### src/rtl/core/sdm_pkg.sv
package sdm_pkg;

   // sample format
   localparam int SAMPLE_WIDTH_DEFAULT = 24;
   localparam int AXES = 3;

   // result field widths
   localparam int DIFF_BITS = 26;
   localparam int MEAN_BITS = 27;

   // clamped per-axis magnitude, saturates at 2^26
   localparam int MAG_BITS = 27;
   localparam logic [MAG_BITS-1:0] MAG_LIMIT = {1'b1, {(MAG_BITS-1){1'b0}}};
   localparam logic [DIFF_BITS-1:0] DIFF_MAX = {DIFF_BITS{1'b1}};

   // square, radicand and root chain widths
   localparam int SQ_BITS = 2 * MAG_BITS;
   localparam int ROOT_BITS = 28;
   localparam int RAD_BITS = 2 * ROOT_BITS;
   localparam int REM_BITS = ROOT_BITS + 2;

   // configuration port
   localparam int CSR_INDEX_BITS = 2;
   localparam int CSR_DATA_BITS = 8;

   typedef enum logic [CSR_INDEX_BITS-1:0] {
      CSR_DIMENSIONS  = 2'd0,
      CSR_MEAN_ENABLE = 2'd1
   } sdm_csr_index_type;

   localparam logic [1:0] DIM_2D = 2'd2;
   localparam logic [1:0] DIM_3D = 2'd3;
   localparam logic [1:0] DIMENSIONS_RESET = DIM_2D;
   localparam logic MEAN_ENABLE_RESET = 1'b1;

   typedef struct packed {
      logic [1:0] dimensions;
      logic       mean_enable;
   } sdm_cfg_type;

   // one item as it travels down the root chain
   typedef struct packed {
      logic [RAD_BITS-1:0]  rad_d;
      logic [RAD_BITS-1:0]  rad_s;
      logic [REM_BITS-1:0]  rem_d;
      logic [REM_BITS-1:0]  rem_s;
      logic [ROOT_BITS-1:0] root_d;
      logic [ROOT_BITS-1:0] root_s;
      logic                 one_d;
      logic                 neg_mean;
      logic                 mean_en;
   } sdm_cell_type;

endpackage

### src/rtl/core/sdm_back.sv
module sdm_back import sdm_pkg::*; (
   input  logic                        clock,
   input  logic                        reset,
   input  logic                        in_valid,
   input  sdm_cell_type                in_item,
   output logic                        in_take,
   output logic                        out_valid,
   output logic [DIFF_BITS-1:0]        difference_magnitude,
   output logic signed [MEAN_BITS-1:0] local_mean,
   input  logic                        out_ready
);

   logic                        valid_ff;
   logic [DIFF_BITS-1:0]        diff_ff, diff_in;
   logic signed [MEAN_BITS-1:0] mean_ff, mean_in;
   logic [DIFF_BITS-1:0]        mag_s;

   assign in_take = !valid_ff || out_ready;

   always_comb begin
      diff_in = (in_item.root_d > ROOT_BITS'(DIFF_MAX)) ? DIFF_MAX
                                                        : DIFF_BITS'(in_item.root_d);
      mag_s   = (in_item.root_s > ROOT_BITS'(DIFF_MAX)) ? DIFF_MAX
                                                        : DIFF_BITS'(in_item.root_s);
      if (!in_item.mean_en) begin
         mean_in = '0;
      end else if (in_item.one_d && in_item.neg_mean) begin
         // 1-D negative sum: root is the clamped magnitude, at most 2^26
         mean_in = -$signed(MEAN_BITS'(in_item.root_s));
      end else begin
         mean_in = $signed(MEAN_BITS'(mag_s));
      end
   end

   always_ff @(posedge clock) begin
      if (reset) begin
         valid_ff <= 1'b0;
      end else if (in_take) begin
         valid_ff <= in_valid;
      end
   end

   always_ff @(posedge clock) begin
      if (in_take && in_valid) begin
         diff_ff <= diff_in;
         mean_ff <= mean_in;
      end
   end

   assign out_valid            = valid_ff;
   assign difference_magnitude = diff_ff;
   assign local_mean           = mean_ff;

endmodule

### config.mk
export PLATFORM = sky130hd
export DESIGN_NAME = sdm_back
export DESIGN_NICKNAME = d
export VERILOG_FILES = /design/src/rtl/core/sdm_pkg.sv /design/src/rtl/core/sdm_back.sv
export SDC_FILE = /design/constraint.sdc
export NUM_CORES = 1
export LEC_CHECK = 0
export BUFFER_PORTS_ARGS = -buffer_cell sky130_fd_sc_hd__buf_2
export CORE_AREA = 2 2 114 116
export DETAILED_ROUTE_END_ITERATION = 8
export DIE_AREA = 0 0 116 118
export GPL_TIMING_DRIVEN = 0
export PLACE_DENSITY_LB_ADDON = 0.1
export SLEW_MARGIN = 15
export SYNTH_ARGS = -nofsm -noshare
export SYNTH_HDL_FRONTEND = slang
export SYNTH_SLANG_ARGS = --single-unit
### constraint.sdc
create_clock -name clock -period 7.7 [get_ports clock]
set_clock_uncertainty 0.2 [all_clocks]
set_input_delay 1.54 -clock clock [delete_from_list [all_inputs] [get_ports clock]]
set_output_delay 1.54 -clock clock [all_outputs]
set_load 0.01 [all_outputs]
==> results.cfg, run 1 <==
[global_route]
antenna_found_initial = 0
grt_max_degree = 54
overflow = 0
grt_usage_pct = 12.9
use_met3_pct = 6.33
grt_first_pass_wirelength_microns = 13500
grt_pass1_vias = 2465
top_usage_layer = met2
use_met1_pct = 15.5
gr-usage-met2_pct = 19.8

[floorplan]
num_rows = 41
start_util_pct = 21.9
core-area_sq_um = 12400
ios = 290
die_height_microns = 118
die_area_sq_um = 13700
die_x_microns = 116

[cts]
cts.reportedPaths.clkPinSlew_ps = 80
cts_tree = done
clkLatencyLatePin_ps = 300
clockRootBuffer = clkbuf_16
hold_buffers = 0
clockBufferDepth = 2
cts_buffers = 5
h-tree-depth = 2
cts_sinks = 54
postCtsSetupRepairBufs = 0
cts_repair_resize_count = 0

[place]
placed_area_sq_um = 3530
gp_congestion = 0.830
dpl.hpwl_microns = 6510
place_ws_ps = 3660
numPortBuffers = 117

[sta]
setup_slack_ps = 3890
max_clock_freq_mhz = 263
setup_tns_ps = 0
finalHoldViolCount = 0
rsz0062_at_grt = false
slew_violations = 0
hold_slack_ps = 325
worst_pin_slew_ps = 863
finalCritPeriodShare_pct = 49.5
final-setup-viol-count = 0
slew_headroom_pct = 42.4
period_needed_ps = 3810

[cells_and_area]
num-fill-cells = 1312
final_core_util_pct = 29.7
nets = 594
area_growth_pct = 35.6
antenna_cells = 0
multi_input_area_sq_um = 1040
layout-drive-gt1-share_pct = 37.6
finalInstanceArea_sq_um = 3690
seqCellArea_sq_um = 1610

[worst_setup_path]
worstPathCellList = buf_2 > inv_1 > ha_1 > nor3b_1 > nand2_1 > nor4_1 > mux2i_1
crit_required_ps = 7540
critPathSlowestCell = nor3b_1
worstSetupPathType = in -> reg
critPathArrivalTime_ps = 3650
cp_top_family = simple AND/OR/NAND/NOR gates
critPathBufInv = 2
end_kind = flop
crit_fanout = 6
start_kind = input port
slowest_delay_ps = 730

[route]
via_count = 2514
drt_pre_antenna_iters = 4
drtIter0Drc = 170
drc = 0
viasPerCell = 4.73
drt-wirelength-per-cell_microns = 16.8
ant_nets = 0
totalWireLength_microns = 8930

[yosys]
synth_seq_cells = 54
synth_edf_count = 53
synth_seq_area_share_pct = 59.2
yosys-top-cells-area = edfxtp_1 58%, or3_1 6.7%, a211oi_1 5.8%
synthArstFlopShare_pct = 0
ys_types = 40
synth_flop_cell = edfxtp_1
synth_most_common_cell = edfxtp_1
synthTopCellsByCount = 53 x edfxtp_1, 29 x or3_1, 21 x a211oi_1, 21 x nor2_1, 11 x clkbuf_1
postSynthCellCount = 234
synth_area_per_cell_sq_um = 11.6
syn-num-nets = 470
synth_area_leader_cell = edfxtp_1
syn_area_sq_um = 2720
synth_top_area_share_pct = 58.5
ys.warnings.count = 0

[outcome]
outcome = finished clean

[hold_path]
hold_path.class = reg -> reg

[pwr]
p_leak_nw = 1.35
max-vdd-ir-drop_mv = 0.0808
p_per_area_nw_per_um2 = 195

[flow_run]
maxCapViolations = 0
-- flip-flops by register name, summed over array words and instances, names as in the netlist --
signal                cells
out_valid                 1
difference_magnitude     26
local_mean               27
-- cell families (layout without fill, tap and decap cells) --
kind of cell	Yosys count	in the layout	share of synthesized area [%]
AOI/OAI and AO/OA	61	61	16.9
buffers and inverters	19	144	2.62
adders and majority gates	1	1	0.459
muxes	2	2	0.735
and+or+nand+nor	96	96	19.8
xor gates and xnor gates	1	1	0.322
DFF	54	54	59.2
-- cell type report --
cell class	instances	share of cell area, %
well taps	172	5.83
multi-input cells	161	28.2
repair buffers	117	15.9
clock buffers	5	3.39
plain buffers	13	1.32
inverters	6	0.610
clock inverters	3	1.08
flip-flops and latches	54	43.7
-- path summary, 6_finish.rpt --
path               from              to  slack, ps  cells past startpoint
max          in_item[4]  local_mean[26]       3890                      7
min           out_valid       out_valid        320                      2
max reg2reg   out_valid  local_mean[17]       6040                      2
min reg2reg   out_valid       out_valid        320                      2
-- tightest hold or removal path: stages (launching register included) --
cell	delay (ps)
dfxtp_1	310
nand2b_1	100
a21oi_1	70
-- where the power goes --
group | internal (mW) | switching (mW)
logic | 0.0396 | 0.0647
clock network | 0.153 | 0.114
registers | 0.344 | 0.00409
-- layout by cell type (no fill, tap or decap), drive strengths merged, types with 2 or more instances in the layout --
cell    instances
nand2b          2
o21ai           5
mux2i           2
a21oi           5
edfxtp         53
nor4            4
a311oi          7
o21a            2
a31oi           4
or4             3
and2            3
buf           119
inv             6
nand2           8
or3            31
or2             2
o31ai           7
o211a           2
a211oi         21
clkinv          2
nand4           4
o311a           5
clkbuf         16
nand3           3
nor2           21
nor3           10
-- through the flow --
step           power [mW]  instances
2_1_floorplan       0.404        234
3_3_place_gp        0.461        523
3_5_place_dp        0.459        523
4_1_cts             0.729        531
5_1_grt             0.748        531
6_report            0.718        531
-- per-layer routing --
metal  vias to the layer above  part of all wire, %
li1                       1194                    -
met1                      1191                   44
met2                       113                   43
met3                        16                   11
met4                         0                  2.2
met5                         -                    0
(Power assumes the default switching activity.)
==> run 2, diff against run 1 <==
--- a/config.mk
+++ b/config.mk
@@ -6,9 +6,9 @@
 export NUM_CORES = 1
 export LEC_CHECK = 0
 export BUFFER_PORTS_ARGS = -buffer_cell sky130_fd_sc_hd__buf_2
-export CORE_AREA = 2 2 114 116
+export CORE_AREA = 2 2 112 114
 export DETAILED_ROUTE_END_ITERATION = 8
-export DIE_AREA = 0 0 116 118
+export DIE_AREA = 0 0 114 116
 export GPL_TIMING_DRIVEN = 0
 export PLACE_DENSITY_LB_ADDON = 0.1
 export SLEW_MARGIN = 15
==> constraint.sdc (replaced) <==
create_clock -name clock -period 3.7 [get_ports clock]
set_clock_uncertainty 0.2 [all_clocks]
set_input_delay 0.74 -clock clock [delete_from_list [all_inputs] [get_ports clock]]
set_output_delay 0.74 -clock clock [all_outputs]
set_load 0.01 [all_outputs]
==> run 2 against run 1 <==
  * Sequential power is 110% higher
  * Via count is 2.6% lower
  * Routed wire length is 2.4% lower
  * Cell count is 4.7% lower
  * Hold slack worse by 10 ps
  * Power is 98% higher
  * Worst setup slack worse by 3100 ps
  * Largest cell class unchanged
  * Global-route usage is 0.32 points higher
==> results.cfg, run 2 (same netlist as run 1, synthesis figures left out) <==
[global_route]
overflow = 0
antenna_found_initial = 1
grt_first_pass_wirelength_microns = 13300
grt_usage_pct = 13.2
grt_max_degree = 54
grt_pass1_vias = 2394

[flow_run]
maxCapViolations = 0

[worst_setup_path]
crit_required_ps = 3520
critPathArrivalTime_ps = 2690
crit_fanout = 6
worstSetupPathType = in -> reg
end_kind = flop
start_kind = input port

[place]
numPortBuffers = 117
gp_congestion = 0.841
dpl.hpwl_microns = 6470

[floorplan]
core-area_sq_um = 11900
die_height_microns = 116
num_rows = 40
die_area_sq_um = 13200
ios = 290
start_util_pct = 22.9
die_x_microns = 114

[cts]
cts_repair_resize_count = 0
postCtsSetupRepairBufs = 0
cts.reportedPaths.clkPinSlew_ps = 70
cts_tree = done
clockRootBuffer = clkbuf_16
cts_buffers = 5
hold_buffers = 0
cts_sinks = 54
clkLatencyLatePin_ps = 290
clockBufferDepth = 2
h-tree-depth = 2

[sta]
worst_pin_slew_ps = 751
slew_headroom_pct = 49.5
slew_violations = 0
final-setup-viol-count = 0
finalHoldViolCount = 0
rsz0062_at_grt = false
max_clock_freq_mhz = 348
hold_slack_ps = 315
period_needed_ps = 2870
setup_tns_ps = 0
finalCritPeriodShare_pct = 77.7

[pwr]
p_leak_nw = 1.33
p_per_area_nw_per_um2 = 390
max-vdd-ir-drop_mv = 0.167

[hold_path]
hold_path.class = reg -> reg

[route]
totalWireLength_microns = 8710
drt-wirelength-per-cell_microns = 17.2
drtIter0Drc = 141
drc = 0
drt_pre_antenna_iters = 4
ant_nets = 0
via_count = 2449
viasPerCell = 4.84

[cells_and_area]
area_growth_pct = 33.9
largest_reg_flops = 27
final_common_cell = buf_2
layout-drive-gt1-share_pct = 37.6
layout_common_cells = 117 x buf_2, 53 x edfxtp_1, 29 x or3_1, 21 x nor2_1, 21 x a211oi_1
antenna_cells = 0
nets = 594

[outcome]
outcome = finished clean
run 2: area by class of cell:
| cell class | count | area, sq um |
|---|---|---|
| plain buffers | 13 | 48.8 |
| clock buffers | 6 | 139 |
| clock inverters | 2 | 12.5 |
| multi-input cells | 161 | 1040 |
| inverters | 6 | 22.5 |
| well taps | 147 | 184 |
| fillers | 1269 | 8270 |
| repair buffers | 117 | 586 |
| flip-flops and latches | 54 | 1610 |
run 2: worst paths after layout:
check | start | end | slack (ps) | depth (start not counted)
worst max-delay path | in_item[4] | local_mean[20] | 830 | 7
worst min-delay path | out_valid | out_valid | 310 | 2
worst min register to register | out_valid | out_valid | 310 | 2
worst max register to register | out_valid | local_mean[14] | 2060 | 2
run 2: layer usage:
metal | vias to the layer above | wire length [microns] | global-route usage (%)
met5 | - | 13 | 0
met4 | 2 | 139 | 3.90
met3 | 11 | 994 | 5.96
met2 | 113 | 3700 | 20.9
met1 | 1138 | 3860 | 16.3
li1 | 1185 | - | -
run 2: power breakdown:
part | internal, mW | switching, mW
registers | 0.715 | 0.00821
logic | 0.0825 | 0.134
clock network | 0.269 | 0.215
run 2: worst max-delay path, stage by stage:
cell and delay (ps):
buf_2 110, inv_1 70, ha_1 210, nor3b_1 600
nand4_1 370, o41ai_1 440, a211oi_1 140
run 2: stage by stage:
step                      power (mW)  instances  cell area, sq um  utilization, %  setup slack (ps)
after floorplan                0.842        234              2720               -               872
after global placement         0.959        498              3490            29.3               208
after detailed placement       0.955        498              3490            29.3               488
after CTS                       1.45        506              3650            30.6               813
after global routing            1.49        506              3650            30.6               582
final                           1.42        506              3650            30.6               825
==> run 3, diff against run 2 <==
==> constraint.sdc (replaced) <==
create_clock -name clock -period 2.87 [get_ports clock]
set_clock_uncertainty 0.2 [all_clocks]
set_input_delay 0.574 -clock clock [delete_from_list [all_inputs] [get_ports clock]]
set_output_delay 0.574 -clock clock [all_outputs]
set_load 0.01 [all_outputs]
==> run 3 against run 2 <==
  * Combinational power up 29%
  * First-iteration DRC count down 2.1%
  * Die area unchanged
  * Worst setup slack lost 450 ps
  * Routed wire length decreased by 0.24%
  * Sequential cell count stayed put
  * Clock-buffer cell count is the same
  * Largest cell class unchanged
==> results.cfg, run 3 (same netlist as run 1, synthesis figures left out) <==
[global_route]
grt_first_pass_wirelength_microns = 13300
grt_usage_pct = 13.2
grt_pass1_vias = 2394
grt_max_degree = 54
overflow = 0
antenna_found_initial = 1

[sta]
period_needed_ps = 2490
hold_slack_ps = 227
slew_violations = 0
worst_pin_slew_ps = 725
finalHoldViolCount = 0
rsz0062_at_grt = false
max_clock_freq_mhz = 401
final-setup-viol-count = 0
slew_headroom_pct = 51.3
finalCritPeriodShare_pct = 86.8

[route]
drc = 0
drt_pre_antenna_iters = 4
drtIter0Drc = 138
totalWireLength_microns = 8690
via_count = 2459
viasPerCell = 4.86
drt-wirelength-per-cell_microns = 17.2
ant_nets = 0

[cells_and_area]
largest_reg_flops = 27
antenna_cells = 0
layout_common_cells = 117 x buf_2, 53 x edfxtp_1, 29 x or3_1, 21 x nor2_1, 21 x a211oi_1
nets = 594
area_growth_pct = 34.1
layout-drive-gt1-share_pct = 37.9
final_common_cell = buf_2
multi_input_area_sq_um = 1050
final_core_util_pct = 30.7
seqCellArea_sq_um = 1610
num-fill-cells = 1267

[worst_setup_path]
critPathLaunch = in_item[7]
critPathArrivalTime_ps = 2310
critPathSlowestCell = nor3_1
end_kind = flop
crit_required_ps = 2690
r2r_start = out_valid
crit_fanout = 7
slowest_delay_ps = 620
start_kind = input port
worstPathCellList = buf_2 > nor3_1 > nand4_1 > o41ai_1 > a211oi_1
worstSetupPathType = in -> reg

[hold_path]
hold_path.class = in -> reg
worstHoldStart = reset

[floorplan]
num_rows = 40
ios = 290
die_height_microns = 116
core-area_sq_um = 11900
start_util_pct = 22.9
die_area_sq_um = 13200
die_x_microns = 114

[cts]
hold_buffers = 0
clockRootBuffer = clkbuf_16
cts_tree = done
postCtsSetupRepairBufs = 0
cts_buffers = 5
clkLatencyLatePin_ps = 290
cts_repair_resize_count = 0
cts.reportedPaths.clkPinSlew_ps = 70
clockBufferDepth = 2
cts_sinks = 54
h-tree-depth = 2

[pwr]
p_leak_nw = 1.34
p_per_area_nw_per_um2 = 502
max-vdd-ir-drop_mv = 0.216

[flow_run]
maxCapViolations = 0

[outcome]
outcome = finished clean

[place]
gp_congestion = 0.841
dpl.hpwl_microns = 6470
numPortBuffers = 117
-- run 3: cell count changes in the layout (fill, tap and decap cells not counted) --
cell     change
nor3b_2      +1
nor3b_1      -1
-- run 3: cell type report --
class	count	area share, %
flip-flops and latches	54	44.1
multi-input cells	161	28.7
repair buffers	117	16.0
well taps	147	5.04
clock buffers	6	3.80
plain buffers	13	1.34
inverters	6	0.617
clock inverters	2	0.343
-- run 3: worst paths after layout --
| path | end | slack [ps] | depth (start not counted) |
|---|---|---|---|
| hold / removal | out_valid | 230 | 2 |
| hold reg to reg | out_valid | 310 | 2 |
| setup / recovery | local_mean[20] | 380 | 5 |
| setup reg to reg | local_mean[14] | 1230 | 2 |
-- run 3: metrics by stage --
stage / total power [mW] / setup WS [ps] / std cells / area (sq um) / TNS (ps)
5_1_grt: 1.92 / 155 / 506 / 3650 / 0
3_5_place_dp: 1.23 / -176 / 498 / 3490 / -377
6_report: 1.83 / 378 / 506 / 3650 / 0
3_3_place_gp: 1.24 / -456 / 498 / 3490 / -24610
4_1_cts: 1.86 / 149 / 506 / 3650 / 0
2_1_floorplan: 1.09 / 208 / 234 / 2720 / 0
-- run 3: where the power goes --
| part | total, mW | switching [mW] | internal [mW] | leakage (nW) |
|---|---|---|---|---|
| logic | 0.279 | 0.173 | 0.107 | 0.771 |
| registers | 0.932 | 0.0105 | 0.922 | 0.493 |
| clock network | 0.621 | 0.275 | 0.346 | 0.0729 |
| total | 1.83 | 0.458 | 1.37 | 1.34 |
-- run 3: critical path: cells and delay by family --
kind,cells,cell delay (ps)
AND/OR/NAND/NOR,2,1030
AO/OA/AOI/OAI,2,580
buffers and inverters,1,130
-- run 3: layer usage --
layer | global-route usage (%) | vias to the layer above | part of all wire, %
li1 | - | 1188 | -
met4 | 3.90 | 2 | 1.6
met5 | 0 | - | 0.18
met1 | 16.3 | 1147 | 45
met2 | 20.9 | 111 | 43
met3 | 5.96 | 11 | 11
