<file path="src/rtl/core/sdm_pkg.sv">
package sdm_pkg;

   // sample format
   localparam int SAMPLE_WIDTH_DEFAULT = 24;
   localparam int AXES = 3;

   // result field widths
   localparam int DIFF_BITS = 26;
   localparam int MEAN_BITS = 27;

   // clamped per-axis magnitude, saturates at 2^26
   localparam int MAG_BITS = 27;
   localparam logic [MAG_BITS-1:0] MAG_LIMIT = {1'b1, {(MAG_BITS-1){1'b0}}};
   localparam logic [DIFF_BITS-1:0] DIFF_MAX = {DIFF_BITS{1'b1}};

   // square, radicand and root chain widths
   localparam int SQ_BITS = 2 * MAG_BITS;
   localparam int ROOT_BITS = 28;
   localparam int RAD_BITS = 2 * ROOT_BITS;
   localparam int REM_BITS = ROOT_BITS + 2;

   // configuration port
   localparam int CSR_INDEX_BITS = 2;
   localparam int CSR_DATA_BITS = 8;

   typedef enum logic [CSR_INDEX_BITS-1:0] {
      CSR_DIMENSIONS  = 2'd0,
      CSR_MEAN_ENABLE = 2'd1
   } sdm_csr_index_type;

   localparam logic [1:0] DIM_2D = 2'd2;
   localparam logic [1:0] DIM_3D = 2'd3;
   localparam logic [1:0] DIMENSIONS_RESET = DIM_2D;
   localparam logic MEAN_ENABLE_RESET = 1'b1;

   typedef struct packed {
      logic [1:0] dimensions;
      logic       mean_enable;
   } sdm_cfg_type;

   // one item as it travels down the root chain
   typedef struct packed {
      logic [RAD_BITS-1:0]  rad_d;
      logic [RAD_BITS-1:0]  rad_s;
      logic [REM_BITS-1:0]  rem_d;
      logic [REM_BITS-1:0]  rem_s;
      logic [ROOT_BITS-1:0] root_d;
      logic [ROOT_BITS-1:0] root_s;
      logic                 one_d;
      logic                 neg_mean;
      logic                 mean_en;
   } sdm_cell_type;

endpackage

</file>
<file path="src/rtl/core/sdm_root_cell.sv">
module sdm_root_cell import sdm_pkg::*; (
   input  logic         clock,
   input  logic         reset,
   input  logic         in_valid,
   input  sdm_cell_type in_item,
   output logic         in_take,
   output logic         out_valid,
   output sdm_cell_type out_item,
   input  logic         out_take
);

   // one restoring root digit: bring down two radicand bits, try root*4+1
   function automatic logic [REM_BITS+ROOT_BITS-1:0] root_step(
      input logic [REM_BITS-1:0]  rem,
      input logic [ROOT_BITS-1:0] root,
      input logic [1:0]           pair
   );
      logic [REM_BITS+1:0] cur;
      logic [REM_BITS+1:0] trial;
      cur   = {rem, pair};
      trial = (REM_BITS+2)'({root, 2'b01});
      if (cur >= trial) begin
         return {REM_BITS'(cur - trial), root[ROOT_BITS-2:0], 1'b1};
      end else begin
         return {REM_BITS'(cur), root[ROOT_BITS-2:0], 1'b0};
      end
   endfunction

   logic         valid_ff;
   sdm_cell_type item_ff, item_in;

   assign in_take = !valid_ff || out_take;

   always_comb begin
      item_in = in_item;
      {item_in.rem_d, item_in.root_d} =
         root_step(in_item.rem_d, in_item.root_d, in_item.rad_d[RAD_BITS-1 -: 2]);
      {item_in.rem_s, item_in.root_s} =
         root_step(in_item.rem_s, in_item.root_s, in_item.rad_s[RAD_BITS-1 -: 2]);
      item_in.rad_d = in_item.rad_d << 2;
      item_in.rad_s = in_item.rad_s << 2;
   end

   always_ff @(posedge clock) begin
      if (reset) begin
         valid_ff <= 1'b0;
      end else if (in_take) begin
         valid_ff <= in_valid;
      end
   end

   always_ff @(posedge clock) begin
      if (in_take && in_valid) begin
         item_ff <= item_in;
      end
   end

   assign out_valid = valid_ff;
   assign out_item  = item_ff;

endmodule

</file>
<file path="config.mk">
export PLATFORM = sky130hd
export DESIGN_NAME = sdm_root_cell
export DESIGN_NICKNAME = d
export VERILOG_FILES = /design/src/rtl/core/sdm_pkg.sv /design/src/rtl/core/sdm_root_cell.sv
export SDC_FILE = /design/constraint.sdc
export NUM_CORES = 1
export LEC_CHECK = 0
export ABC_AREA = 1
export BUFFER_PORTS_ARGS = -buffer_cell sky130_fd_sc_hd__buf_2
export CAP_MARGIN = 15
export CORE_AREA = 10 10 174 176
export DETAILED_ROUTE_END_ITERATION = 8
export DIE_AREA = 0 0 184 186
export PLACE_DENSITY = 0.76
export SYNTH_ARGS = -nofsm -noshare
export SYNTH_HDL_FRONTEND = slang
export SYNTH_SLANG_ARGS = --single-unit
</file>
<file path="constraint.sdc">
create_clock -name clock -period 22.9 [get_ports clock]
set_input_delay 6.87 -clock clock [delete_from_list [all_inputs] [get_ports clock]]
set_output_delay 6.87 -clock clock [all_outputs]
set_load 0.01 [all_outputs]
</file>
==> out/summary.log, run 1 <==
INFO  logic_synthesis yosys.area_share.simple=25.64%
INFO  drt            route.detailed.drc=0
INFO  drt            drt_pass1_iterations=5
INFO  clock_tree     clk_pin_slew=60ps
INFO  die            rows=60
INFO  power          p_sw=0.0003338W
INFO  logic_synthesis synth-warning-count=0
INFO  power          fin_total_pwr=0.001161W
INFO  die            dieArea=34220um^2
INFO  finish         mostFrequentLayoutCell=nand2_1
INFO  timing         finalMaxSlewViolations=0
INFO  logic_synthesis ys_types=28
INFO  power          worst_ir_drop_on_vdd=0.06610mV
INFO  setup_path     regToRegStartpoint=out_valid$_SDFFE_PP0N_
INFO  logic_synthesis postSynthRegisterBits=228
INFO  die            initial_utilization=46.40%
INFO  drt            drt-wirelength-per-cell=20.36um
INFO  grt            initial_antenna_violation_count=13
INFO  timing         hold_slack=550.7ps
INFO  setup_path     critPathMaxFanout=2
INFO  timing         fin_skew=6.472ps
INFO  grt            grt_max_degree=82
INFO  setup_path     critical_path.startpoint_type=input port
INFO  setup_path     crit_path_cell_trace=buf_2 > inv_1 > nand2_1 > buf_2
INFO  min_path       hold_path.startpoint=out_valid$_SDFFE_PP0N_
INFO  timing         worst_pin_slew=1101ps
INFO  grt            grt_pass1_vias=11060
INFO  outcome        status=complete, no violations
INFO  logic_synthesis synth_top_family_by_area=simple AND/OR/NAND/NOR gates
INFO  min_path       hold_path_cell_cnt=2
INFO  placed_design  gp_congestion=0.9427
INFO  placed_design  io_buffers=463
INFO  timing         clock.fmax=70.49MHz
INFO  power          power.density_cell_area=72.69nW/um^2
INFO  finish         layout.filler_cells=2396
INFO  drt            drt_iter0_markers=729
INFO  clock_tree     post_cts.repair.setup_buffers=0
INFO  timing         totalNegativeSetupSlack=0ps
INFO  setup_path     largest_incremental_delay_on_the_critical_path=150ps
INFO  run            maxCapViolations=0
INFO  clock_tree     cts_tree=yes
INFO  die            floorplan.die.height=186um
INFO  setup_path     worst_path_max_delay_cell=buf_2
INFO  die            dieWidth=184um
INFO  clock_tree     maximum_buffer_depth_of_the_clock_tree=3
INFO  min_path       min_delay_worst_endpoint=out_valid$_SDFFE_PP0N_
INFO  grt            grt_use_total=26.42%
INFO  placed_design  place.detailed.hpwl=39.30mm
INFO  setup_path     crit_path_frequent_cell=buf_2
INFO  min_path       holdCritPathClass=reg -> reg
INFO  logic_synthesis mappedNetlistArea=12400um^2
INFO  power          share_seq_of_total_power=43.8%
INFO  power          power_leakage=8.430nW
INFO  timing         layout_worst_path_cycle_share=61.95%
INFO  clock_tree     postCtsHoldBufs=0
INFO  power          power.clock.fraction=36.0%
INFO  timing         period_minus_slack=14190ps
INFO  finish         final_cell_mix=nand2_1 (574), buf_2 (463), inv_1 (280)
INFO  logic_synthesis synth_compound_gate_area_share=1.695%
INFO  timing         final-setup-viol-count=0
INFO  setup_path     ff2ff_path_depth=3
INFO  logic_synthesis synth.avg_cell_area=8.582um^2
INFO  finish         syn2layout_area_growth=28.75%
INFO  clock_tree     root_buffer=clkbuf_16
INFO  clock_tree     cts_inserted_buffers=26
INFO  logic_synthesis synth.area.mux_share=0%
INFO  grt            grt_first_pass_wirelength=67.68mm
INFO  logic_synthesis synth.yosys.seq_area_share=55.13%
INFO  setup_path     r2r_setup_slack=19900ps
INFO  drt            vias=11180
INFO  logic_synthesis synthCells=1445
INFO  die            io-pin-count=468
INFO  drt            vias_per_cell=4.870
INFO  clock_tree     clock_sink_count=228
INFO  timing         grt_setup_unrepaired=no
INFO  power          switching_share=28.76%
INFO  finish         post_route_cells_drive_above_1_share=27.18%
INFO  clock_tree     htree_num_levels=1
INFO  logic_synthesis synthAdderAreaFrac=6.054%
INFO  drt            antenna_viol_nets_final=0
INFO  setup_path     setup.worst_path.end_class=output port
INFO  power          comb_power_share=20.2%
INFO  timing         worst_slew_margin_rel=26.63%
INFO  setup_path     critical_path_data_arrival_time=7320ps
INFO  clock_tree     clock_insertion_delay_worst_skew=540ps
INFO  die            area_of_the_core=26730um^2
INFO  drt            wirelength=46.75mm
INFO  setup_path     critical_path_class=in -> out
INFO  setup_path     timing.critical_path.required=16030ps
INFO  timing         hold_viol_final=0
INFO  grt            gr-total-overflow=0
INFO  logic_synthesis synthXorXnorAreaFrac=1.836%
INFO  power          p_int=0.0008267W
INFO  finish         num-nets-final=2221
INFO  clock_tree     cts_resized=0
INFO  setup_path     worst_r2r_endpoint=out_item[14]$_DFFE_PP_
-- synth_stat cells --
cell / instances / share of area, %
o21ai_0: 5 / 0.20
nand2_1: 574 / 17
a211oi_1: 2 / 0.12
nand3b_1: 8 / 0.48
nand4_1: 12 / 0.61
inv_2: 7 / 0.21
nand3_1: 80 / 3.2
nor3_1: 6 / 0.24
nor2_1: 88 / 2.7
or2_2: 2 / 0.10
a21o_1: 2 / 0.12
or2_0: 2 / 0.10
nor2_2: 2 / 0.10
and2_1: 4 / 0.20
and2_0: 1 / 0.050
nor2_4: 2 / 0.18
buf_4: 4 / 0.24
dfxtp_1: 1 / 0.16
edfxtp_1: 227 / 55
inv_1: 280 / 8.5
nand2_2: 4 / 0.20
conb_1: 1 / 0.030
xor2_1: 26 / 1.8
or2_1: 2 / 0.10
ha_1: 60 / 6.1
buf_2: 8 / 0.32
a21oi_1: 31 / 1.3
buf_6: 4 / 0.36
-- through the flow --
stage                     utilization [%]  setup slack (ps)  cells  instance area, um^2
final                               59.74              8714   2296                15970
after global routing                59.73              8705   2295                15960
after CTS                           59.65              8722   2287                15940
after detailed placement            56.40              8722   2239                15070
after global placement              56.40              8742   2239                15070
after floorplan                         -              4208   1448                12410
-- power groups by stage --
stage          registers, W  clock network [W]  logic [W]
2_1_floorplan      0.000544                  0   0.000116
3_3_place_gp       0.000516                  0   0.000231
3_5_place_dp       0.000517                  0   0.000234
4_1_cts            0.000509           0.000428   0.000235
5_1_grt            0.000511           0.000444   0.000260
6_report           0.000508           0.000418   0.000234
-- logic make-up after synthesis --
| logic type | count (synthesis) |
|---|---|
| flops | 228 |
| other cells | 1 |
| compound gates | 40 |
| fa+ha+maj | 60 |
| buf+inv | 303 |
| xor+xnor | 26 |
| simple gates | 787 |
-- worst max-delay path, delay by kind of cell --
family | cells | cell delay, ps
buf+inv | 3 | 360
simple gates | 1 | 90
-- registers in the layout, indices dropped and copies added, names as in the netlist --
name and count:
out_item 227, out_valid 1
-- worst max-delay path by stage --
stage | from | endpoint | slack [ps] | cells after the start
6_report | out_take | in_take | 8710 | 4
5_1_grt | out_take | in_take | 8700 | 4
4_1_cts | out_take | in_take | 8720 | 4
3_5_place_dp | out_take | in_take | 8720 | 4
3_3_place_gp | out_take | in_take | 8740 | 4
2_1_floorplan | in_valid | out_item[0]$_DFFE_PP_ | 4210 | 2
-- cell type report --
| class | count | area (um^2) | area share (%) |
|---|---|---|---|
| Sequential cell | 228 | 6837 | 42.82 |
| Multi-Input combinational cell | 917 | 4394 | 27.52 |
| Timing Repair Buffer | 466 | 2340 | 14.66 |
| Inverter | 287 | 1077 | 6.748 |
| Clock buffer | 28 | 658.1 | 4.122 |
| Tap cell | 341 | 426.7 | 2.672 |
| Clock inverter | 20 | 210.2 | 1.317 |
| Antenna cell | 9 | 22.52 | 0.1411 |
-- per-layer routing --
metal | global-route usage [%] | routed length [um]
met3 | 6.025 | 3344
met2 | 49.41 | 24650
met5 | 0 | 13
met4 | 7.571 | 944
met1 | 29.18 | 17800
No activity file was read; power rests on OpenSTA's default activity.
==> run 2: changes to the inputs <==
CORE_AREA = not set   (was 10 10 174 176)
CORE_MARGIN = 10   (was not set)
CORE_UTILIZATION = 45   (was not set)
DIE_AREA = not set   (was 0 0 184 186)
PLACE_DENSITY = 0.77   (was 0.76)
clock period = 11.6 ns   (was 22.9 ns; I/O delays follow)
==> out/summary.log, run 2 (synthesis gave the netlist of run 1 again) <==
INFO  timing         finalMaxSlewViolations=0
INFO  clock_tree     maximum_buffer_depth_of_the_clock_tree=3
INFO  setup_path     critical_path.startpoint_type=input port
INFO  run            maxCapViolations=0
INFO  drt            drt_pass1_iterations=6
INFO  drt            wirelength=41.82mm
INFO  timing         clock.fmax=134.2MHz
INFO  timing         grt_setup_unrepaired=no
INFO  placed_design  placedCellCount=2238
INFO  timing         totalNegativeSetupSlack=0ps
INFO  grt            grt_pass1_vias=10820
INFO  grt            initial_antenna_violation_count=9
INFO  placed_design  gp_congestion=0.9934
INFO  drt            antenna_viol_nets_final=0
INFO  timing         final-setup-viol-count=0
INFO  power          comb_power_share=20.8%
INFO  finish         layout.filler_cells=2411
INFO  placed_design  placed_cell_area=15080um^2
INFO  drt            drt-wirelength-per-cell=18.29um
INFO  clock_tree     post_cts.repair.setup_buffers=0
INFO  power          share_seq_of_total_power=46.2%
INFO  drt            drt_iter0_markers=754
INFO  drt            route.detailed.drc=0
INFO  placed_design  placement.setup.worst_slack=4164ps
INFO  setup_path     worst_r2r_endpoint=out_item[79]$_DFFE_PP_
INFO  setup_path     cp.depth=4
INFO  power          power_leakage=8.356nW
INFO  setup_path     critical_path_data_arrival_time=3970ps
INFO  placed_design  place.detailed.hpwl=34.83mm
INFO  finish         postLayoutCellArea=15840um^2
INFO  power          p_int=0.001557W
INFO  min_path       holdCritPathClass=reg -> reg
INFO  power          p_sw=0.0006186W
INFO  timing         worst_slack=4146ps
INFO  timing         worst_slew_margin_rel=40.17%
INFO  grt            gr-total-overflow=0
INFO  finish         post_route_cells_drive_above_1_share=26.56%
INFO  setup_path     r2r_setup_slack=9100ps
INFO  drt            vias=11030
INFO  die            initial_utilization=45.88%
INFO  finish         largest_register_ffs=227
INFO  setup_path     critPathCapture=in_take
INFO  die            floorplan.die.height=186um
INFO  clock_tree     clk_pin_slew=60ps
INFO  setup_path     largest_incremental_delay_on_the_critical_path=160ps
INFO  clock_tree     htree_num_levels=1
INFO  power          power.clock.fraction=33.1%
INFO  power          switching_share=28.44%
INFO  die            dieWidth=186um
INFO  clock_tree     cts_tree=yes
INFO  clock_tree     clock_sink_count=228
INFO  setup_path     critPathMaxFanout=2
INFO  setup_path     critical_path_class=in -> out
INFO  power          worst_ir_drop_on_vdd=0.1143mV
INFO  grt            grt_max_degree=168
INFO  die            rows=60
INFO  setup_path     cp.buffers_inverters=3
INFO  grt            grt_first_pass_wirelength=60.95mm
INFO  placed_design  io_buffers=463
INFO  setup_path     worst_path_max_delay_cell=buf_2
INFO  clock_tree     cts_inserted_buffers=26
INFO  timing         worst_pin_slew=897.4ps
INFO  power          power.density_cell_area=137.4nW/um^2
INFO  setup_path     crit_path_frequent_cell=buf_2
INFO  die            area_of_the_core=27030um^2
INFO  grt            grt_use_total=23.20%
INFO  timing         hold_viol_final=0
INFO  finish         num-nets-final=2220
INFO  drt            vias_per_cell=4.823
INFO  clock_tree     postCtsHoldBufs=0
INFO  setup_path     crit_start=out_take
INFO  timing         period_minus_slack=7454ps
INFO  setup_path     timing.critical_path.required=8120ps
INFO  timing         hold_slack=626.0ps
INFO  setup_path     setup.worst_path.end_class=output port
INFO  timing         layout_worst_path_cycle_share=64.26%
INFO  setup_path     critical_path.top_delay_family=buffers and inverters
INFO  clock_tree     cts_resized=0
INFO  clock_tree     root_buffer=clkbuf_16
INFO  timing         fin_skew=11.22ps
INFO  finish         fin_cells=2287
INFO  die            dieArea=34600um^2
INFO  clock_tree     clock_insertion_delay_worst_skew=530ps
INFO  setup_path     ff2ff_path_depth=3
INFO  die            io-pin-count=468
INFO  finish         syn2layout_area_growth=27.71%
INFO  finish         final_cell_mix=nand2_1 (574), buf_2 (463), inv_1 (280)
INFO  outcome        status=complete, no violations
INFO  setup_path     crit_path_cell_trace=buf_2 > inv_1 > nand2_1 > buf_2
INFO  setup_path     regToRegStartpoint=out_valid$_SDFFE_PP0N_
INFO  finish         mostFrequentLayoutCell=nand2_1
-- run 2: cell types whose count changed in the layout (fill, tap and decap cells not counted) --
| cell | delta |
|---|---|
| buf_12 | +1 |
| clkinv_1 | +4 |
| clkbuf_1 | +3 |
| buf_4 | -2 |
| diode_2 | -2 |
| clkinv_4 | -2 |
| clkinv_2 | -6 |
| inv_6 | -2 |
| bufinv_16 | -3 |
-- run 2: how the worst min path moves through the flow --
stage,from,end,cells past startpoint
final,out_valid$_SDFFE_PP0N_,out_valid$_SDFFE_PP0N_,2
after global routing,out_valid$_SDFFE_PP0N_,out_valid$_SDFFE_PP0N_,2
after CTS,out_valid$_SDFFE_PP0N_,out_valid$_SDFFE_PP0N_,2
after detailed placement,out_valid$_SDFFE_PP0N_,out_valid$_SDFFE_PP0N_,2
after global placement,out_valid$_SDFFE_PP0N_,out_valid$_SDFFE_PP0N_,2
after floorplan,out_valid$_SDFFE_PP0N_,out_valid$_SDFFE_PP0N_,2
-- run 2: metal layers --
layer / GRT usage [%] / part of all wire [%]
met5: 0 / 0.079
met4: 9.029 / 3.5
met3: 6.629 / 9.8
met2: 39.96 / 48
met1: 26.69 / 38
-- run 2: area by class of cell --
class / count / area [um^2] / area share (%)
sequential: 228 / 6837 / 43.17
clock buffer: 31 / 669.4 / 4.227
clock inverter: 11 / 70.07 / 0.4424
timing repair buffer: 465 / 2345 / 14.81
tap: 341 / 426.7 / 2.694
inverter: 287 / 1077 / 6.803
antenna: 7 / 17.52 / 0.1106
multi-input combinational: 917 / 4394 / 27.75
-- run 2: tightest hold or removal path, cell delays in order, from the launching register on --
cell and delay (ps):
dfxtp_1 390, nand2_1 130, a21oi_1 60
-- run 2: power groups by stage --
stage	combinational, W	clock (W)	sequential (W)
floorplan	0.000230	0	0.00107
global placement	0.000444	0	0.00102
detailed placement	0.000451	0	0.00102
CTS	0.000453	0.000741	0.00100
global route	0.000505	0.000767	0.00101
finish	0.000452	0.000719	0.00100
-- run 2: stage by stage --
step                      power [W]  util (%)
after detailed placement   0.001472     55.80
after CTS                  0.002198     58.53
after global placement     0.001464     55.80
after global routing       0.002281     58.57
after floorplan            0.001295         -
final                      0.002175     58.60
==> run 3: changes to the inputs <==
CORE_AREA = 10 10 174 176   (was not set)
CORE_MARGIN = not set   (was 10)
CORE_UTILIZATION = not set   (was 45)
DIE_AREA = 0 0 184 186   (was not set)
PLACE_DENSITY = 0.76   (was 0.77)
clock period = 7.8 ns   (was 11.6 ns; I/O delays follow)
==> out/summary.log, run 3 (synthesis gave the netlist of run 1 again) <==
INFO  setup_path     r2r_setup_slack=6080ps
INFO  finish         syn2layout_area_growth=28.10%
INFO  die            io-pin-count=468
INFO  grt            grt_first_pass_wirelength=64.38mm
INFO  min_path       hold_path.startpoint=out_valid$_SDFFE_PP0N_
INFO  timing         finalMaxSlewViolations=0
INFO  drt            drt_pass1_iterations=5
INFO  setup_path     ff2ff_path_depth=2
INFO  min_path       min_delay_worst_endpoint=out_valid$_SDFFE_PP0N_
INFO  die            dieWidth=184um
INFO  timing         clock.fmax=195.9MHz
INFO  power          comb_power_share=20.4%
INFO  setup_path     critical_path.startpoint_type=input port
INFO  drt            drt_iter0_markers=772
INFO  placed_design  io_buffers=463
INFO  power          p_int=0.002342W
INFO  setup_path     largest_incremental_delay_on_the_critical_path=150ps
INFO  drt            drt-wirelength-per-cell=19.11um
INFO  clock_tree     cts_inserted_buffers=25
INFO  clock_tree     cts_resized=0
INFO  power          share_seq_of_total_power=45.2%
INFO  setup_path     critPathMaxFanout=2
INFO  clock_tree     maximum_buffer_depth_of_the_clock_tree=3
INFO  setup_path     critical_path.top_delay_family=buffers and inverters
INFO  timing         totalNegativeSetupSlack=0ps
INFO  grt            grt_use_total=24.80%
INFO  finish         final_cell_mix=nand2_1 (574), buf_2 (463), inv_1 (280)
INFO  power          switching_share=29.19%
INFO  finish         num-nets-final=2219
INFO  grt            gr-total-overflow=0
INFO  setup_path     crit_path_frequent_cell=buf_2
INFO  timing         period_minus_slack=5103ps
INFO  timing         layout_worst_path_cycle_share=65.43%
INFO  clock_tree     htree_num_levels=1
INFO  drt            wirelength=43.80mm
INFO  power          power_leakage=8.378nW
INFO  timing         hold_slack=548.1ps
INFO  die            floorplan.die.height=186um
INFO  clock_tree     clock_insertion_delay_worst_skew=550ps
INFO  die            rows=60
INFO  drt            route.detailed.drc=0
INFO  power          worst_ir_drop_on_vdd=0.1755mV
INFO  die            initial_utilization=46.40%
INFO  outcome        status=complete, no violations
INFO  grt            grt_max_degree=161
INFO  setup_path     crit_path_cell_trace=buf_2 > inv_1 > nand2_1 > buf_2
INFO  placed_design  gp_congestion=0.9893
INFO  finish         post_route_cells_drive_above_1_share=26.76%
INFO  timing         final-setup-viol-count=0
INFO  timing         worst_slew_margin_rel=39.75%
INFO  grt            initial_antenna_violation_count=12
INFO  setup_path     worst_r2r_endpoint=out_item[203]$_DFFE_PP_
INFO  run            maxCapViolations=0
INFO  drt            vias_per_cell=4.772
INFO  placed_design  place.detailed.hpwl=36.47mm
INFO  power          power.clock.fraction=34.4%
INFO  setup_path     regToRegStartpoint=out_valid$_SDFFE_PP0N_
INFO  clock_tree     clk_pin_slew=60ps
INFO  finish         largest_register_ffs=227
INFO  timing         fin_skew=19.47ps
INFO  drt            antenna_viol_nets_final=0
INFO  drt            vias=10940
INFO  finish         mostFrequentLayoutCell=nand2_1
INFO  die            area_of_the_core=26730um^2
INFO  power          power.density_cell_area=208.3nW/um^2
INFO  clock_tree     cts_tree=yes
INFO  clock_tree     root_buffer=clkbuf_16
INFO  power          p_sw=0.0009658W
INFO  grt            grt_pass1_vias=10780
INFO  clock_tree     clock_sink_count=228
INFO  setup_path     timing.critical_path.required=5460ps
INFO  setup_path     critical_path_class=in -> out
INFO  setup_path     setup.worst_path.end_class=output port
INFO  min_path       hold_path_cell_cnt=2
INFO  min_path       holdCritPathClass=reg -> reg
INFO  finish         layout.filler_cells=2433
INFO  timing         grt_setup_unrepaired=no
INFO  setup_path     critical_path_data_arrival_time=2760ps
INFO  timing         worst_pin_slew=903.7ps
INFO  clock_tree     postCtsHoldBufs=0
INFO  setup_path     cp.buffers_inverters=3
INFO  timing         hold_viol_final=0
INFO  clock_tree     post_cts.repair.setup_buffers=0
INFO  die            dieArea=34220um^2
INFO  setup_path     worst_path_max_delay_cell=buf_2
==> run 3: changes by cell type in the layout (fill, tap and decap cells not counted), sizes merged <==
cell      before  now
bufinv         0    1
inv          287  290
clkinvlp       1    2
diode          7    8
clkbuf        31   30
==> run 3: how the worst max path moves through the flow <==
stage / start / end / slack, ps / cells past startpoint
floorplan: out_take / out_item[0]$_DFFE_PP_ / 1140 / 2
global placement: out_take / in_take / 2680 / 4
detailed placement: out_take / in_take / 2700 / 4
CTS: out_take / in_take / 2690 / 4
global route: out_take / in_take / 2650 / 4
finish: out_take / in_take / 2700 / 4
==> run 3: layout make-up <==
class | instances | area [um^2] | share of cell area, %
antenna | 8 | 20.02 | 0.1260
clock buffer | 30 | 644.4 | 4.056
clock inverter | 16 | 141.4 | 0.8900
inverter | 287 | 1077 | 6.782
multi-input combinational | 917 | 4394 | 27.66
sequential | 228 | 6837 | 43.04
tap | 341 | 426.7 | 2.686
timing repair buffer | 465 | 2345 | 14.76
==> run 3: power groups by stage <==
stage               clock network (W)  logic (W)  registers, W
floorplan                           0   0.000342       0.00158
global placement                    0   0.000668       0.00152
detailed placement                  0   0.000677       0.00152
CTS                           0.00117   0.000679       0.00149
global route                  0.00121   0.000755       0.00150
finish                        0.00114   0.000676       0.00149
==> run 3: routing by layer <==
layer	track usage [%]	part of all wire, %	up-vias
li1	-	-	5506
met1	28.10	39	4947
met2	44.24	50	411
met3	6.882	8.7	67
met4	7.866	2.6	6
met5	0	0.098	-
==> run 3: worst reg2reg max path: stages, from the launching register on <==
cell     delay, ps
dfxtp_1        350
a21oi_4        200
buf_4          710
==> run 3: per-stage QoR <==
| step | setup WS (ps) | cells | total power [W] | instance area, um^2 | util, % |
|---|---|---|---|---|---|
| after floorplan | 1144 | 1448 | 0.001919 | 12420 | - |
| after detailed placement | 2698 | 2238 | 0.002196 | 15080 | 56.42 |
| after CTS | 2695 | 2284 | 0.003339 | 15870 | 59.36 |
| after global routing | 2652 | 2291 | 0.003470 | 15880 | 59.43 |
| final | 2697 | 2292 | 0.003308 | 15890 | 59.44 |
| after global placement | 2683 | 2238 | 0.002185 | 15080 | 56.42 |
